[src/rtl/bapd_pkg.sv]
// Package for the bit-plane asymmetric dot product core.
// Widths, operation and mode codes, shared types and popcount helpers.
// No dependencies.
package bapd_pkg;

	// Payload widths
	localparam int WORD_W   = 64;
	localparam int PLANE_W  = 2;
	localparam int INDEX_W  = 6;
	localparam int MODE_W   = 2;
	localparam int SUM_W    = 18;

	// Query is four bit planes, weights 1, 2, 4, 8
	localparam int QUERY_PLANES = 4;
	localparam int CNT_W        = 7;   // popcount of one 64-bit word, 0..64
	localparam int WSUM_W       = 10;  // weighted sum of four counts, up to 960
	localparam int ADD_W        = 11;  // weighted sum doubled for document plane 1

	localparam logic [SUM_W-1:0] SUM_MAX = {SUM_W{1'b1}};

	localparam int DEF_MAX_PLANE_WORDS = 64;

	// Operation codes
	localparam logic OP_LOAD  = 1'b0;
	localparam logic OP_SCORE = 1'b1;

	// Document bits per dimension
	localparam logic [MODE_W-1:0] DOC_MODE_ONE = 2'd1;
	localparam logic [MODE_W-1:0] DOC_MODE_TWO = 2'd2;

	// Document plane codes in two-plane mode
	localparam logic [PLANE_W-1:0] DOC_PLANE_LO = 2'd0;
	localparam logic [PLANE_W-1:0] DOC_PLANE_HI = 2'd1;

	typedef logic [QUERY_PLANES-1:0][WORD_W-1:0] bapd_qword_t;
	typedef logic [QUERY_PLANES-1:0][CNT_W-1:0]  bapd_cnt_t;

	// Control that travels with a scored word down the pipeline
	typedef struct packed {
		logic valid;
		logic contrib;  // word adds to the sum at all
		logic dbl;      // document plane 1 in two-plane mode
		logic last;     // emit the sum after this word
	} bapd_ctl_t;

	function automatic logic [3:0] pop8(input logic [7:0] x);
		logic [3:0] n;
		n = '0;
		for (int i = 0; i < 8; i++) begin
			n = n + 4'(x[i]);
		end
		return n;
	endfunction

	function automatic logic [CNT_W-1:0] pop64(input logic [WORD_W-1:0] x);
		logic [CNT_W-1:0] n;
		n = '0;
		for (int b = 0; b < 8; b++) begin
			n = n + CNT_W'(pop8(x[b*8 +: 8]));
		end
		return n;
	endfunction

endpackage

[src/rtl/bapd_accum.sv]
// Final stage: plane weighting, saturating running sum and the result register.
// Depends on bapd_pkg.
module bapd_accum import bapd_pkg::*; (
	input  logic             clk,
	input  logic             arst_n,
	input  logic             take,
	input  bapd_ctl_t        ctl_s2,
	input  bapd_cnt_t        cnt_s2,
	input  logic             out_ready,
	output logic             out_valid,
	output logic [SUM_W-1:0] out_sum
);

	logic [SUM_W-1:0]  running_q;
	logic              out_valid_q;
	logic [SUM_W-1:0]  out_sum_q;
	logic [WSUM_W-1:0] wsum;
	logic [ADD_W-1:0]  add;
	logic [SUM_W:0]    sum_wide;
	logic [SUM_W-1:0]  sum_sat;

	// Weights 1, 2, 4, 8 per query plane
	assign wsum = WSUM_W'(cnt_s2[0])
		+ WSUM_W'({cnt_s2[1], 1'b0})
		+ WSUM_W'({cnt_s2[2], 2'b0})
		+ WSUM_W'({cnt_s2[3], 3'b0});

	// Document plane 1 counts double; non-contributing words add nothing
	always_comb begin
		add = '0;
		if (ctl_s2.contrib) begin
			add = ctl_s2.dbl ? {wsum, 1'b0} : ADD_W'(wsum);
		end
	end

	// Saturating accumulate
	assign sum_wide = (SUM_W+1)'(running_q) + (SUM_W+1)'(add);
	assign sum_sat  = (sum_wide > (SUM_W+1)'(SUM_MAX)) ? SUM_MAX : sum_wide[SUM_W-1:0];

	always_ff @(posedge clk or negedge arst_n) begin
		if (!arst_n) begin
			running_q   <= '0;
			out_valid_q <= 1'b0;
		end else begin
			if (take) begin
				running_q <= ctl_s2.last ? '0 : sum_sat;
			end
			if (take && ctl_s2.last) begin
				out_valid_q <= 1'b1;
			end else if (out_ready) begin
				out_valid_q <= 1'b0;
			end
		end
	end

	// Result payload
	always_ff @(posedge clk) begin
		if (take && ctl_s2.last) begin
			out_sum_q <= sum_sat;
		end
	end

	assign out_valid = out_valid_q;
	assign out_sum   = out_sum_q;

	// A pending result is never overwritten
	a_no_overwrite: assert property (@(posedge clk) disable iff (!arst_n)
		(out_valid_q && !out_ready) |-> !(take && ctl_s2.last))
		else $error("result register overwritten while pending");

	// The sum restarts after each emitted result
	a_clear_after_emit: assert property (@(posedge clk) disable iff (!arst_n)
		(take && ctl_s2.last) |=> (running_q == '0))
		else $error("running sum not cleared after emit");

	// Only valid stage items are taken
	a_take_valid: assert property (@(posedge clk) disable iff (!arst_n)
		take |-> ctl_s2.valid)
		else $error("accumulate on empty stage");

endmodule

[config.mk]
export PLATFORM = sky130hd
export DESIGN_NAME = bapd_accum
export DESIGN_NICKNAME = d
export VERILOG_FILES = /design/src/rtl/bapd_pkg.sv /design/src/rtl/bapd_accum.sv
export SDC_FILE = /design/constraint.sdc
export NUM_CORES = 1
export LEC_CHECK = 0
export ABC_AREA = 1
export BUFFER_PORTS_ARGS = -buffer_cell sky130_fd_sc_hd__buf_2
export CAP_MARGIN = 10
export CORE_UTILIZATION = 61
export DETAILED_ROUTE_END_ITERATION = 6
export PLACE_DENSITY_LB_ADDON = 0.08
export SETUP_SLACK_MARGIN = 0.02
export SKIP_LAST_GASP = 1
export SYNTH_ARGS = -nofsm -noshare
export SYNTH_HDL_FRONTEND = slang
export SYNTH_SLANG_ARGS = --single-unit
[constraint.sdc]
create_clock -name clk -period 2.86 [get_ports clk]
set_input_delay 0.286 -clock clk [delete_from_list [all_inputs] [get_ports clk]]
set_output_delay 0.286 -clock clk [all_outputs]
set_load 0.05 [all_outputs]
; ---- Word level (Yosys, flattened, before mapping)
; Cells that the tools add are included.
[classes]
add_sub_neg = 4
order_cmp = 1
n_mux = 6
reduce_logical = 2
[ops]
columns = cell, count
row1 = 2-to-1 mux 18 bit, 2
row2 = 2-to-1 mux 11 bit, 2
row3 = adder 18 x 11 -> 19 bit, 1
row4 = "> comparator 19 x 18 -> 1 bit, second input constant", 1
row5 = adder 10 bit, 1
row6 = adder 9 x 9 -> 10 bit, 1
row7 = adder 7 x 8 -> 9 bit, 1
row8 = 2-to-1 mux 1 bit, 2
row9 = nonzero test 2 bit, 1
row10 = logical AND 1 bit, 1
[word_totals]
reg_bits = 37
input_bits = 36
out_inout_bits = 19
elab_cells = 16

; ---- Logic depth before layout (Yosys ltp)
[depth]
ltp_word = 9
ltp_mapped = 27

; ---- Least setup slack after synthesis
; Ideal clock, no wire load.
[synth_path]
kind = input -> register
startpoint = in cnt_s2[3] (netlist name)
endpoint = reg out_sum_q[14], in the netlist out_sum[14], data pin
setup_time_ns = 0.255
arrival_time_ns = 3.739
required_time_ns = 2.605
slack_ns = -1.134
cell_stages = 21
path_buffers = 0
cell_sequence = inv_1 -> fa_1 -> fa_1 -> inv_1 -> ha_1 -> fa_1 -> nand3_1 -> nand3_1 -> nand2_1 -> a21oi_1 -> nor2_1 -> nand2_1 -> nand3_1 -> nand2_1 -> ha_1 -> a21oi_1 -> nand2_1 -> a21oi_1 -> nand2_2 -> or2_2 -> and2_1
[synth_between]
elab_chain_cells = 8
[synth_lines]
columns = element, line_no
row1 = from (decl), bapd_accum.sv:8  ; input bapd_cnt_t cnt_s2,
row2 = adder 7 x 8 -> 9 bit (*), bapd_accum.sv:24  ; + WSUM_W'({cnt_s2[1], 1'b0})
row3 = adder 9 x 9 -> 10 bit (*), bapd_accum.sv:25  ; + WSUM_W'({cnt_s2[2], 2'b0})
row4 = adder 10 bit (*), bapd_accum.sv:26  ; + WSUM_W'({cnt_s2[3], 3'b0});
row5 = 2-to-1 mux 11 bit (*), bapd_accum.sv:32  ; add = ctl_s2.dbl ? {wsum, 1'b0} : ADD_W'(wsum);
row6 = 2-to-1 mux 11 bit (*), bapd_accum.sv:31  ; if (ctl_s2.contrib) begin
row7 = adder 18 x 11 -> 19 bit (*), bapd_accum.sv:37  ; assign sum_wide = (SUM_W+1)'(running_q) + (SUM_W+1)'(add);
row8 = > comparator 19 x 18 -> 1 bit, bapd_accum.sv:38  ; assign sum_sat = (sum_wide > (SUM_W+1)'(SUM_MAX)) ? SUM_MAX : sum_wide[SUM_W-1:0];
row9 = 2-to-1 mux 18 bit (*), bapd_accum.sv:38
row10 = named net sum_sat[14], bapd_accum.sv:20  ; logic [SUM_W-1:0] sum_sat;
row11 = to (signal assigned), bapd_accum.sv:59  ; out_sum_q <= sum_sat;
row12 = to (decl), bapd_accum.sv:16  ; logic [SUM_W-1:0] out_sum_q;
; Mark *: on every way through the listed nets, which the timed path passes. The rest lies on a longest branch.
; A chain may end at the register's enable or synchronous reset.

; ---- Final worst setup path
[layout_path]
startpoint = in cnt_s2[15] (netlist name)
endpoint = reg running_q[3]
[layout_between]
elab_chain_cells = 8
[layout_lines]
columns = element, line_no
row1 = adder 9 x 9 -> 10 bit (*), bapd_accum.sv:25
row2 = adder 10 bit (*), bapd_accum.sv:26
row3 = 2-to-1 mux 11 bit (*), bapd_accum.sv:32
row4 = 2-to-1 mux 11 bit (*), bapd_accum.sv:31
row5 = adder 18 x 11 -> 19 bit (*), bapd_accum.sv:37
row6 = > comparator 19 x 18 -> 1 bit, bapd_accum.sv:38
row7 = 2-to-1 mux 18 bit (*), bapd_accum.sv:38
row8 = named net sum_sat[3], bapd_accum.sv:20
row9 = 2-to-1 mux 18 bit (*), bapd_accum.sv:46  ; running_q <= ctl_s2.last ? '0 : sum_sat;
row10 = to (signal assigned), bapd_accum.sv:46
row11 = to (decl), bapd_accum.sv:14  ; logic [SUM_W-1:0] running_q;
; Marked as above.

==> run summary <==
Lkg Pwr = 2.18 nW
Synth area leaders = edfxtp_1 18%, nand2_1 16%, dfrtp_1 15%
PortBufs = 53
initial antenna violation count = 0
CP endpoint kind = flip-flop
Worst slew margin = 0.489
Final Cell Area = 0.00402 mm^2
sequential share of the synthesized area = 0.330
Worst-path clk slew = 80 ps
Seq cells post-synth = 37
status = complete, but fails checks
fin cells = 556
worst-skew pair later-pin latency = 300 ps
Synth-to-Final Area Change = 30.3%
DRC Markers = 0
io pins = 55
drt total wl = 8.02 mm
final setup vio count = 36
vias per inst = 5.30
max cap viols = 0
Placed Area = 0.00370 mm^2
RSZ-0062 raised after global routing = true
FMAX = 0.262 GHz
TritonCTS Buffers = 5
CTS Root Cell = clkbuf_8
Worst Tran Pin Value = 765 ps
largest net degree at the start of global routing = 20
fin nets = 558
Worst Skew = 8.95 ps
crit-path most repeated cell = nand2_2
Final Hold Fails = 0
Antenna diodes = 0
net count after synthesis = 471
Die ar. = 0.00534 mm^2
clk sink count = 37
min Tclk post-route = 3810 ps
pre-CTS setup slack = -1280 ps
CP required = 3100 ps
post-detail-place hpwl = 5.88 mm
CTS tree = done
# placed instances = 543
power per standard cell area = 667 mW/mm^2
GRT Total Usage = 0.314
failing checks = negative setup slack
Buf+Inv Stages, Crit Path = 5
area leader, netlist = edfxtp_1
most instantiated library cell after synthesis = nand2_1
Post-Synthesis Cells = 401
fillcell total = 308
first-pass GRT wire length = 12.7 mm
drt first pass iters = 5
DR vias = 2949
worst reg2reg path startpoint = running_q[0]
worst setup margin = -955 ps
Syn Area/Cell = 7.69 um^2
crit share post-route = 1.33
Worst setup startpoint = cnt_s2[15]
Initial Utilization = 0.644
post-route ant nets = 0
delay-heaviest family, CP = adder cells
number of global-route vias before repair = 2873
Core ar. = 0.00479 mm^2
dominant synthesized flop cell = dfrtp_1
top-area cell type share of the netlist area = 0.175
Iter 0 DRT Violations = 172
die width = 73.1 um
HP Start = out_ready
gpl congestion = 0.872
Worst EP arrival = 4050 ps
gr ovfl total = 0
Post-synth EDFFs = 18
crit start category = input port
setup slack, reg-to-reg = 680 ps
die height = 73.1 um
Setup CP Type = input port to flip-flop
CP Max Fanout = 6
CTS Buffer Depth = 2
commonest cells in the netlist = 133 x nand2_1, 78 x inv_1, 22 x ha_1, 19 x dfrtp_1, 19 x nor2_1
Slew Viols, Final = 0
post-DR wirelength/cell = 14.4 um
ratio of cells with drive above 1 in the final layout = 0.350
Row Count = 25
Ys Warns = 0
type of the most critical hold path = input port to flip-flop
synth unique cells = 32
maximum VDD drop = 0.497 mV
FFs w/ async S/R, synth = 0.514
slowest library cell on the worst path = fa_1
CP max stage delay = 510 ps
Syn Std Cell Area = 0.00308 mm^2
H-tree depth = 2
==> area by class of cell <==
type	instances	area (um^2)	area share
clock buffers	5	68.8	0.0171
inverters	82	317	0.0788
well taps	67	83.8	0.0209
repair buffers	82	526	0.131
multi-input cells	280	1990	0.495
flip-flops and latches	37	1020	0.253
clock inverters	3	17.5	0.00436
==> placed cells by master, fill, tap and decap left out, drive strengths merged, types with 2 or more instances in the layout <==
master / synthesis / layout
nand3: 18 / 19
dfrtp: 19 / 19
inv: 80 / 80
o21ai: 8 / 8
or2: 3 / 3
clkinv: 2 / 5
a21oi: 10 / 10
xnor2: 7 / 7
nand3b: 4 / 4
ha: 22 / 22
fa: 12 / 12
o21bai: 2 / 2
xor2: 3 / 3
nor2: 20 / 20
buf: 2 / 81
and2: 4 / 4
nor3: 5 / 5
o22ai: 7 / 7
nand2: 152 / 152
clkbuf: 1 / 5
edfxtp: 18 / 18
==> worst paths after layout <==
path                                     end  depth (start not counted)
worst max-delay path            running_q[3]                         27
worst min-delay path               out_valid                          2
worst max register to register   out_sum[16]                         11
worst min register to register  running_q[0]                          2
max in group asynchronous       running_q[9]                          2
min in group asynchronous       running_q[0]                          2
==> registers in the layout, summed over array words and instances, names as in the netlist <==
register   cells
out_sum       18
running_q     18
out_valid      1
==> stage by stage <==
step	hold WS, ps	utilization	power (W)	TNS (ps)
after global routing	187	0.839	0.00283	-38440
after detailed placement	274	0.772	0.00212	-43400
after CTS	192	0.816	0.00255	-27750
final	179	0.839	0.00268	-32360
after global placement	269	0.772	0.00206	-38270
after floorplan	-9.59	-	0.00170	-27130
==> power by group <==
part / switching (W) / internal, W
logic: 0.000912 / 0.000660
clock network: 0.000202 / 0.000169
registers: 0.0000580 / 0.000678
total: 0.00117 / 0.00151
==> metal layers <==
metal,vias up,track usage,part of all wire
li1,1409,-,-
met5,-,0,0
met3,30,0.0428,0.043
met1,1400,0.384,0.42
met4,0,0.102,0.021
met2,110,0.568,0.52
==> what timing repair did <==
action	4_1_cts	5_1_grt
cloned	1	0
hold endpoints to repair	19	0
pin swaps	15	8
hold buffers	1	0
endpoints found under the setup margin	36	36
gates resized for setup	27	26
buffers inserted	1	2
==> worst reg2reg max path, cell delays in order, from the launching register on <==
cell	delay [ps]
dfrtp_1	360
ha_1	220
inv_1	70
fa_1	400
nor2_1	180
o21ai_0	170
nand2_1	180
nand2_1	90
nand2_1	60
nand2_1	40
nand2_1	110
nand2_4	60
==> logic make-up (layout without fill, tap and decap cells) <==
family	Yosys count	in the layout	synth area share
fa+ha+maj	34	34	0.167
xor+xnor	10	10	0.0284
simple gates	207	208	0.311
flops	37	37	0.330
buf+inv	85	172	0.112
compound gates	28	28	0.0519
Power figures use the tool's default switching activity.
