===== src/rtl/bapd_pkg.sv =====
// Package for the bit-plane asymmetric dot product core.
// Widths, operation and mode codes, shared types and popcount helpers.
// No dependencies.
package bapd_pkg;

	// Payload widths
	localparam int WORD_W   = 64;
	localparam int PLANE_W  = 2;
	localparam int INDEX_W  = 6;
	localparam int MODE_W   = 2;
	localparam int SUM_W    = 18;

	// Query is four bit planes, weights 1, 2, 4, 8
	localparam int QUERY_PLANES = 4;
	localparam int CNT_W        = 7;   // popcount of one 64-bit word, 0..64
	localparam int WSUM_W       = 10;  // weighted sum of four counts, up to 960
	localparam int ADD_W        = 11;  // weighted sum doubled for document plane 1

	localparam logic [SUM_W-1:0] SUM_MAX = {SUM_W{1'b1}};

	localparam int DEF_MAX_PLANE_WORDS = 64;

	// Operation codes
	localparam logic OP_LOAD  = 1'b0;
	localparam logic OP_SCORE = 1'b1;

	// Document bits per dimension
	localparam logic [MODE_W-1:0] DOC_MODE_ONE = 2'd1;
	localparam logic [MODE_W-1:0] DOC_MODE_TWO = 2'd2;

	// Document plane codes in two-plane mode
	localparam logic [PLANE_W-1:0] DOC_PLANE_LO = 2'd0;
	localparam logic [PLANE_W-1:0] DOC_PLANE_HI = 2'd1;

	typedef logic [QUERY_PLANES-1:0][WORD_W-1:0] bapd_qword_t;
	typedef logic [QUERY_PLANES-1:0][CNT_W-1:0]  bapd_cnt_t;

	// Control that travels with a scored word down the pipeline
	typedef struct packed {
		logic valid;
		logic contrib;  // word adds to the sum at all
		logic dbl;      // document plane 1 in two-plane mode
		logic last;     // emit the sum after this word
	} bapd_ctl_t;

	function automatic logic [3:0] pop8(input logic [7:0] x);
		logic [3:0] n;
		n = '0;
		for (int i = 0; i < 8; i++) begin
			n = n + 4'(x[i]);
		end
		return n;
	endfunction

	function automatic logic [CNT_W-1:0] pop64(input logic [WORD_W-1:0] x);
		logic [CNT_W-1:0] n;
		n = '0;
		for (int b = 0; b < 8; b++) begin
			n = n + CNT_W'(pop8(x[b*8 +: 8]));
		end
		return n;
	endfunction

endpackage


===== src/rtl/bapd_plane_count.sv =====
// Second pipeline stage: AND of the document word with each query plane and popcount.
// Depends on bapd_pkg.
module bapd_plane_count import bapd_pkg::*; (
	input  logic              clk,
	input  logic              arst_n,
	input  logic              en,
	input  bapd_ctl_t         ctl_s1,
	input  logic [WORD_W-1:0] doc_s1,
	input  bapd_qword_t       qry_s1,
	output bapd_ctl_t         ctl_s2,
	output bapd_cnt_t         cnt_s2
);

	bapd_cnt_t cnt_d;

	// Per-plane masked popcount
	always_comb begin
		for (int p = 0; p < QUERY_PLANES; p++) begin
			cnt_d[p] = pop64(qry_s1[p] & doc_s1);
		end
	end

	// Stage control
	always_ff @(posedge clk or negedge arst_n) begin
		if (!arst_n) begin
			ctl_s2 <= '0;
		end else if (en) begin
			ctl_s2 <= ctl_s1;
		end
	end

	// Stage payload
	always_ff @(posedge clk) begin
		if (en) begin
			cnt_s2 <= cnt_d;
		end
	end

endmodule


===== config.mk =====
export PLATFORM = sky130hd
export DESIGN_NAME = bapd_plane_count
export DESIGN_NICKNAME = d
export VERILOG_FILES = /design/src/rtl/bapd_pkg.sv /design/src/rtl/bapd_plane_count.sv
export SDC_FILE = /design/constraint.sdc
export NUM_CORES = 1
export LEC_CHECK = 0
export BUFFER_PORTS_ARGS = -buffer_cell sky130_fd_sc_hd__buf_2
export CAP_MARGIN = 20
export CORE_AREA = 2 2 139 141
export CTS_BUF_LIST = sky130_fd_sc_hd__clkbuf_4 sky130_fd_sc_hd__clkbuf_8
export DETAILED_ROUTE_END_ITERATION = 6
export DIE_AREA = 0 0 141 143
export GPL_TIMING_DRIVEN = 0
export PLACE_DENSITY = 0.81
export SLEW_MARGIN = 15
export SYNTH_ARGS = -nofsm -noshare
export SYNTH_HDL_FRONTEND = slang
export SYNTH_SLANG_ARGS = --single-unit

===== constraint.sdc =====
create_clock -name clk -period 2.1 [get_ports clk]
set_input_delay 0.21 -clock clk [delete_from_list [all_inputs] [get_ports clk]]
set_output_delay 0.21 -clock clk [all_outputs]
set_load 0.1 [all_outputs]

; ---- Word level (Yosys, flattened, before mapping)
; Index checks and enable logic that the tools add are counted.
[word_totals]
regBits = 32
input_bits = 327
out_inout_bits = 32
[op_classes]
n_addsub = 252
bitwise_logic = 4
[ops]
columns = cell, count
row1 = 4-bit by 1-bit adder with 4-bit output, 128
row2 = 64-bit AND, 4
row3 = 3-bit by 1-bit adder with 4-bit output, 32
row4 = 7-bit by 4-bit adder with 7-bit output, 16
row5 = 2-bit by 1-bit adder with 3-bit output, 32
row6 = 1-bit by 1-bit adder with 2-bit output, 32
row7 = 6-bit by 4-bit adder with 7-bit output, 4
row8 = 5-bit by 4-bit adder with 6-bit output, 4
row9 = 4-bit by 4-bit adder with 5-bit output, 4

; ---- Longest topological paths before layout
; Gate-level depths: netlist of the first run.
[depth]
ltp_word = 15
ltp_mapped = 22
ltp_nobuf = 22

; ---- Least setup slack after synthesis of the first run
; OpenSTA, ideal clock, no wires.
[synth_path]
path_kind = input -> register
start = input port qry_s1[191] (netlist bit)
end = register cnt_s2[20] (netlist bit), data pin
path_stages = 20
setup_slack_ps = -3782
arrival_time_ps = 5625
n_path_buf = 0
required_ps = 1843
cell_sequence = nand2_1 > fa_1 > inv_1 > fa_1 > inv_1 > fa_1 > inv_1 > fa_1 > inv_1 > fa_1 > inv_1 > fa_1 > fa_1 > fa_1 > ha_1 > fa_1 > a211oi_1 > nor2_1 > o21ai_0 > nand2b_1
[synth_lines]
columns = item, line
row1 = start: declaration, bapd_plane_count.sv:9  ; input bapd_qword_t qry_s1,
row2 = end signal: assignment, bapd_plane_count.sv:35  ; cnt_s2 <= cnt_d;
row3 = end: declaration, bapd_plane_count.sv:11  ; output bapd_cnt_t cnt_s2

==> results_dict.tcl, run 1 <==
set metrics [dict create \
    cp_slowest_cell "fa_1" \
    yosysMostFrequentCell "fa_1" \
    fin_crit_sh 2.72 \
    synth_area_leader_cell "fa_1" \
    insertion_delay_ns 0.31 \
    vias 7033 \
    tightestPinTransition_ns 0.911 \
    placed_cell_area_um2 10800 \
    synthTopCellsByCount "fa_1 (216), inv_1 (178), and2_1 (131)" \
    crit_path_frequent_cell "fa_1" \
    hp-start "ctl_s1[2]" \
    cp.buffers_inverters 2 \
    r2r_end "ctl_s2[3]$_DFFE_PN0P_" \
    slew_viol_final 0 \
    pre_cts_slack_ns -4.12 \
    reg2reg_depth 1 \
    grt_antenna_before_repair 4 \
    design_area_um2 11500 \
    fill_cells 1555 \
    hold_violations 0 \
    synth-warning-count 0 \
    finClkSkew_ns 0 \
    synth_simple_gate_area_frac 0.158 \
    yosys-mux-area-fraction 0.00531 \
    whs_path_depth 2 \
    routedWlPerCell_um 21.0 \
    gp_congestion 0.965 \
    synth-edff-count 28 \
    period_needed_ns 5.71 \
    worstSetupPathType "input port to flip-flop" \
    clkTransAtPathRegs_ns 0.09 \
    vias_per_cell 4.90 \
    hold_class "input port to flip-flop" \
    synth_area_per_cell_um2 10.4 \
    startpoint_type "input port" \
    required_ns 2.18 \
    grt_pass1_wl_um 43800 \
    endpoint_kind "flip-flop" \
    postRouteAntennaNets 0 \
    synth_compound_area_frac 0.0366 \
    cts-htree-levels 2 \
    synth_cell_type_count 23 \
    synth_nets 1417 \
    cts_sinks 32 \
    synth_fa_ha_area_frac 0.598 \
    synth-xor-area-share 0.0124 \
    row_count 50 \
    drt_pre_antenna_iters 4 \
    grt_pass1_vias 7748 \
    postSynth.asyncResetShare 0.125 \
    syn_to_final_growth_pct 36.0 \
    netlist_area_um2 8490 \
    crit_family "adder cells" \
    die_y_um 143 \
    rsz0062_at_grt "yes" \
    fmax_mhz 175 \
    r2r_start "ctl_s2[3]$_DFFE_PN0P_" \
    path_cells "buf_2 > nand2_2 > fa_1 > fa_1 > fa_1 > fa_1 > fa_2 > fa_1 > fa_1 > fa_1 > inv_2 > ha_4 > fa_2 > a211oi_2 > nor2_1 > o21ai_1 > nand2b_1" \
    finalSetupViolations 28 \
    finalNetCount 1801 \
    drv_cap 0 \
    wl_um 30100 \
    grtUsageTotal 0.307 \
    r2r_slack_ns 1.36 \
    synthTopCellsByArea "fa_1 (51%), edfxtp_1 (9.9%), and2_1 (9.7%)" \
    synthCells 814 \
    io_pins 359 \
    cts_tree "built" \
    drive_gt1_frac 0.446 \
    die_width_um 141 \
    slew_headroom 0.392 \
    grt_max_degree 33 \
    run_status "finished, violations left" \
    die_area_um2 20200 \
    grt.overflow.total 0 \
    cts_buffer_depth 2 \
    synth_top_family_by_area "adder cells" \
    synth_top_area_frac 0.509 \
    synth_top_flop_cell "edfxtp_1" \
    portBuffers 358 \
    critical_path.max_fanout 4 \
    hold_end "ctl_s2[2]$_DFFE_PN0P_" \
    numCtsBuffers 5 \
    core_area_um2 18600 \
    critical_path_arrival_ns 5.79 \
    initialDrtViolationCount 332 \
    slowest_delay_ns 0.60 \
    start_util 0.457 \
    seq_area_frac_synth 0.111 \
    synth-seq-cells 32 \
    root_buffer "clkbuf_8" \
    violations "negative setup slack" \
    drc_errors 0 \
    setup_ws_ns -3.61 \
    hpwl_um 27200 \
]
## state kept, by name (all words and copies together) (netlist names)
name,count
cnt_s2,28
ctl_s2,4
## routing by layer
metal,GRT usage,vias to the layer above,part of all wire
met3,0.0503,56,0.070
met1,0.384,3427,0.39
li1,-,3187,-
met5,0,-,0
met4,0.117,0,0.040
met2,0.537,363,0.50
## layout by cell type (no fill, tap or decap), drive strengths merged, types with 9 or more instances in the layout
cell / count
buf: 375
nand2: 125
edfxtp: 28
ha: 60
a211oi: 10
inv: 178
a21oi: 9
fa: 216
and2: 131
o21ai: 11
## final cells by class
type | count | area (µm²) | area share
sequential | 32 | 941 | 0.0815
timing repair buffer | 377 | 2230 | 0.193
clock buffer | 5 | 68.8 | 0.00596
antenna | 3 | 7.51 | 0.000650
tap | 234 | 293 | 0.0254
multi-input combinational | 604 | 7300 | 0.632
clock inverter | 3 | 42.5 | 0.00368
inverter | 178 | 668 | 0.0579
## worst max path at each step
stage | startpoint | to | slack (ns) | cells after the start
6_report | doc_s1[10] | cnt_s2[6]$_DFFE_PP_ | -3.61 | 17
5_1_grt | doc_s1[34] | cnt_s2[6]$_DFFE_PP_ | -3.73 | 18
4_1_cts | qry_s1[34] | cnt_s2[6]$_DFFE_PP_ | -3.63 | 18
3_5_place_dp | doc_s1[27] | cnt_s2[20]$_DFFE_PP_ | -4.12 | 17
3_3_place_gp | doc_s1[27] | cnt_s2[20]$_DFFE_PP_ | -4.07 | 17
2_1_floorplan | qry_s1[175] | cnt_s2[20]$_DFFE_PP_ | -3.56 | 19
## kinds of logic (layout without fill, tap and decap cells)
logic type | after synthesis | count (layout)
AO/OA/AOI/OAI | 44 | 44
XOR/XNOR | 12 | 12
adder cells (fa/ha/maj) | 276 | 276
buffers and inverters | 178 | 563
flip-flops | 32 | 32
multiplexers | 4 | 4
other | 0 | 3
AND/OR/NAND/NOR | 268 | 268
## metrics by stage
step / cells / hold WS [ns] / setup TNS, ns / utilization
after CTS: 1426 / 0.119 / -92.00 / 0.609
after global placement: 1406 / 0.0206 / -102.73 / 0.581
after detailed placement: 1406 / 0.0216 / -104.28 / 0.581
after floorplan: 814 / -0.0856 / -90.05 / -
after global routing: 1436 / 0.128 / -95.05 / 0.621
final: 1436 / 0.131 / -92.13 / 0.621
## timing repair
item	in CTS	in global routing
hold endpoints to repair	4	0
buffers inserted	11	8
hold buffers	1	0
setup endpoints to repair	28	28
gates resized for setup	116	68
cloned	0	0
pin swaps	87	52
Power of run 1 is not shown: default switching activity piles up to over one toggle a cycle in this logic, so the estimate is an artifact.
==> inputs of run 2 (changes only) <==
ABC_AREA = 1   (was unset)
CORE_AREA = 2 2 141 143   (was 2 2 139 141)
DIE_AREA = 0 0 143 145   (was 0 0 141 143)
PLACE_DENSITY = 0.8   (was 0.81)
==> run 2 against run 1 <==
Net effect: the flow still finishes with violations (negative setup slack); critical endpoint is now cnt_s2[4]$_DFFE_PP_; global-route usage up 1.3 points; flip-flop and latch count did not move; clock-buffer cell count grew 1; die area up 2.8%; maximum frequency rose by 4.1%; clock skew stayed put; synthesized cell count rose by 20%.
==> results_dict.tcl, run 2 <==
set metrics [dict create \
    biggestRegsByFlops "cnt_s2 (28), ctl_s2 (4)" \
    io_pins 359 \
    endpoint_kind "flip-flop" \
    die_y_um 145 \
    required_ns 2.16 \
    hpwl_um 29300 \
    grt.overflow.total 0 \
    regMostFlops "cnt_s2" \
    clkTransAtPathRegs_ns 0.08 \
    hold_violations 0 \
    seq_area_frac_synth 0.108 \
    synthTopCellsByCount "inv_1 (322), nand2_1 (294), fa_1 (216)" \
    vias 7827 \
    slew_headroom 0.404 \
    gp_congestion 0.978 \
    period_needed_ns 5.49 \
    drt_pre_antenna_iters 5 \
    synthTopCellsByArea "fa_1 (50%), inv_1 (14%), nand2_1 (13%)" \
    largest_reg_flops 28 \
    synth-seq-cells 32 \
    grt_pass1_vias 8369 \
    critical_path_arrival_ns 5.55 \
    violations "negative setup slack" \
    cts-htree-levels 2 \
    start_util 0.452 \
    register_area_um2 941 \
    synthCells 980 \
    die_width_um 143 \
    grtUsageMet1 0.421 \
    cts_buffer_depth 2 \
    postSynth.asyncResetShare 0.125 \
    fmax_mhz 182 \
    grtUsageTotal 0.320 \
    hold_class "input port to flip-flop" \
    die_area_um2 20700 \
    netlist_area_um2 8690 \
    cts_tree "built" \
    portBuffers 358 \
    run_status "finished, violations left" \
    grt_antenna_before_repair 4 \
    postRouteAntennaNets 0 \
    met3_usage 0.0469 \
    grt_max_degree 33 \
    finalSetupViolations 28 \
    drc_errors 0 \
    synth_area_per_cell_um2 8.86 \
    finalNetCount 1961 \
    layout_commonest_cell "buf_2" \
    pre_cts_slack_ns -3.89 \
    rsz0062_at_grt "yes" \
    synth_cell_type_count 16 \
    grt_pass1_wl_um 47200 \
    whs_path_depth 2 \
    yosysMostFrequentCell "inv_1" \
    drive_gt1_frac 0.461 \
    critical_path.max_fanout 4 \
    synth-warning-count 0 \
    synth_top_flop_cell "edfxtp_1" \
    fin_crit_sh 2.61 \
    core_area_um2 19200 \
    whs_ns 0.128 \
    drv_cap 0 \
    cts_sinks 32 \
    numCtsBuffers 5 \
    setup_ws_ns -3.39 \
    initialDrtViolationCount 412 \
    routedWlPerCell_um 20.3 \
    multiInputGateArea_um2 7230 \
    syn_to_final_growth_pct 40.3 \
    insertion_delay_ns 0.31 \
    reg2reg_depth 1 \
    synth-edff-count 28 \
    vias_per_cell 4.80 \
    fill_cells 1591 \
    synth_area_leader_cell "fa_1" \
    startpoint_type "input port" \
    root_buffer "clkbuf_8" \
    grtUsageMet2 0.545 \
    worstSetupPathType "input port to flip-flop" \
    synth_nets 1583 \
    busiest_layer "met2" \
    tightestPinTransition_ns 0.894 \
    synth_top_area_frac 0.498 \
    slew_viol_final 0 \
    final_cell_mix "buf_2 (291), inv_1 (237), nand2_1 (215)" \
    row_count 51 \
    finClkSkew_ns 0 \
    wl_um 33200 \
]
==> run 2: cell count changes after synthesis, moves of 6 or more <==
cell      delta
and2_1     -131
nand2_1    +169
o21ai_0     -11
xnor2_1      -6
xor2_1       +6
inv_1      +144
a211oi_1     -6
a21o_1       -6
nand3_1     +17
==> run 2: worst max-delay path: stages <==
cell and delay, ns:
buf_6 0.12, nand2_4 0.07, inv_1 0.05, fa_1 0.47
fa_2 0.58, inv_2 0.05, fa_1 0.54, fa_1 0.44
fa_1 0.50, fa_2 0.63, fa_1 0.43, fa_1 0.52
inv_2 0.05, ha_4 0.18, fa_2 0.38, nand3_2 0.09
nand2_2 0.08, xor2_1 0.15
==> run 2: worst paths after layout <==
check                                           start  slack (ns)                    end
worst max-delay path                       doc_s1[56]       -3.39    cnt_s2[4]$_DFFE_PP_
max in group asynchronous                      arst_n        1.74  ctl_s2[0]$_DFFE_PN0P_
worst min register to register  ctl_s2[1]$_DFFE_PN0P_        0.51  ctl_s2[1]$_DFFE_PN0P_
worst min-delay path                        ctl_s1[1]        0.13  ctl_s2[1]$_DFFE_PN0P_
min in group asynchronous                      arst_n        0.23  ctl_s2[1]$_DFFE_PN0P_
worst max register to register  ctl_s2[0]$_DFFE_PN0P_        1.33  ctl_s2[0]$_DFFE_PN0P_
==> run 2: routing by layer <==
layer	wire length (µm)	up-vias
met4	1190	0
met2	16600	406
met1	13100	3845
li1	-	3513
met5	0	-
met3	2250	63
==> run 2: cell type report <==
class,count,share of cell area
Multi-Input combinational cell,626,0.593
Clock buffer,6,0.00626
Clock inverter,2,0.00287
Sequential cell,32,0.0772
Inverter,322,0.0991
Timing Repair Buffer,371,0.193
Antenna cell,7,0.00144
Tap cell,265,0.0272
==> run 2: logic make-up after synthesis <==
family                   after synthesis  synth area share
buffers and inverters                322             0.139
AO/OA/AOI/OAI                         12           0.00691
multiplexers                           4           0.00518
adder cells (fa/ha/maj)              276             0.584
AND/OR/NAND/NOR                      322             0.144
flip-flops                            32             0.108
XOR/XNOR                              12            0.0121
==> run 2: per-stage QoR <==
| stage | cell area (µm²) | setup TNS (ns) | cells | util |
|---|---|---|---|---|
| finish | 12200 | -87.95 | 1631 | 0.635 |
| global route | 12200 | -90.89 | 1628 | 0.634 |
| CTS | 11700 | -87.70 | 1621 | 0.612 |
| detailed placement | 11100 | -100.87 | 1603 | 0.576 |
| global placement | 11100 | -99.68 | 1603 | 0.576 |
| floorplan | 8940 | -85.88 | 980 | - |
==> run 2: what timing repair did <==
item                       in CTS  in global routing
hold buffers                    1                  0
pin swaps                      82                 93
gates resized for setup       182                171
setup endpoints to repair      28                 28
hold endpoints to repair        4                  0
gates cloned                    0                  0
buffers inserted                9                  4
Power of run 2 is left out for the same reason.
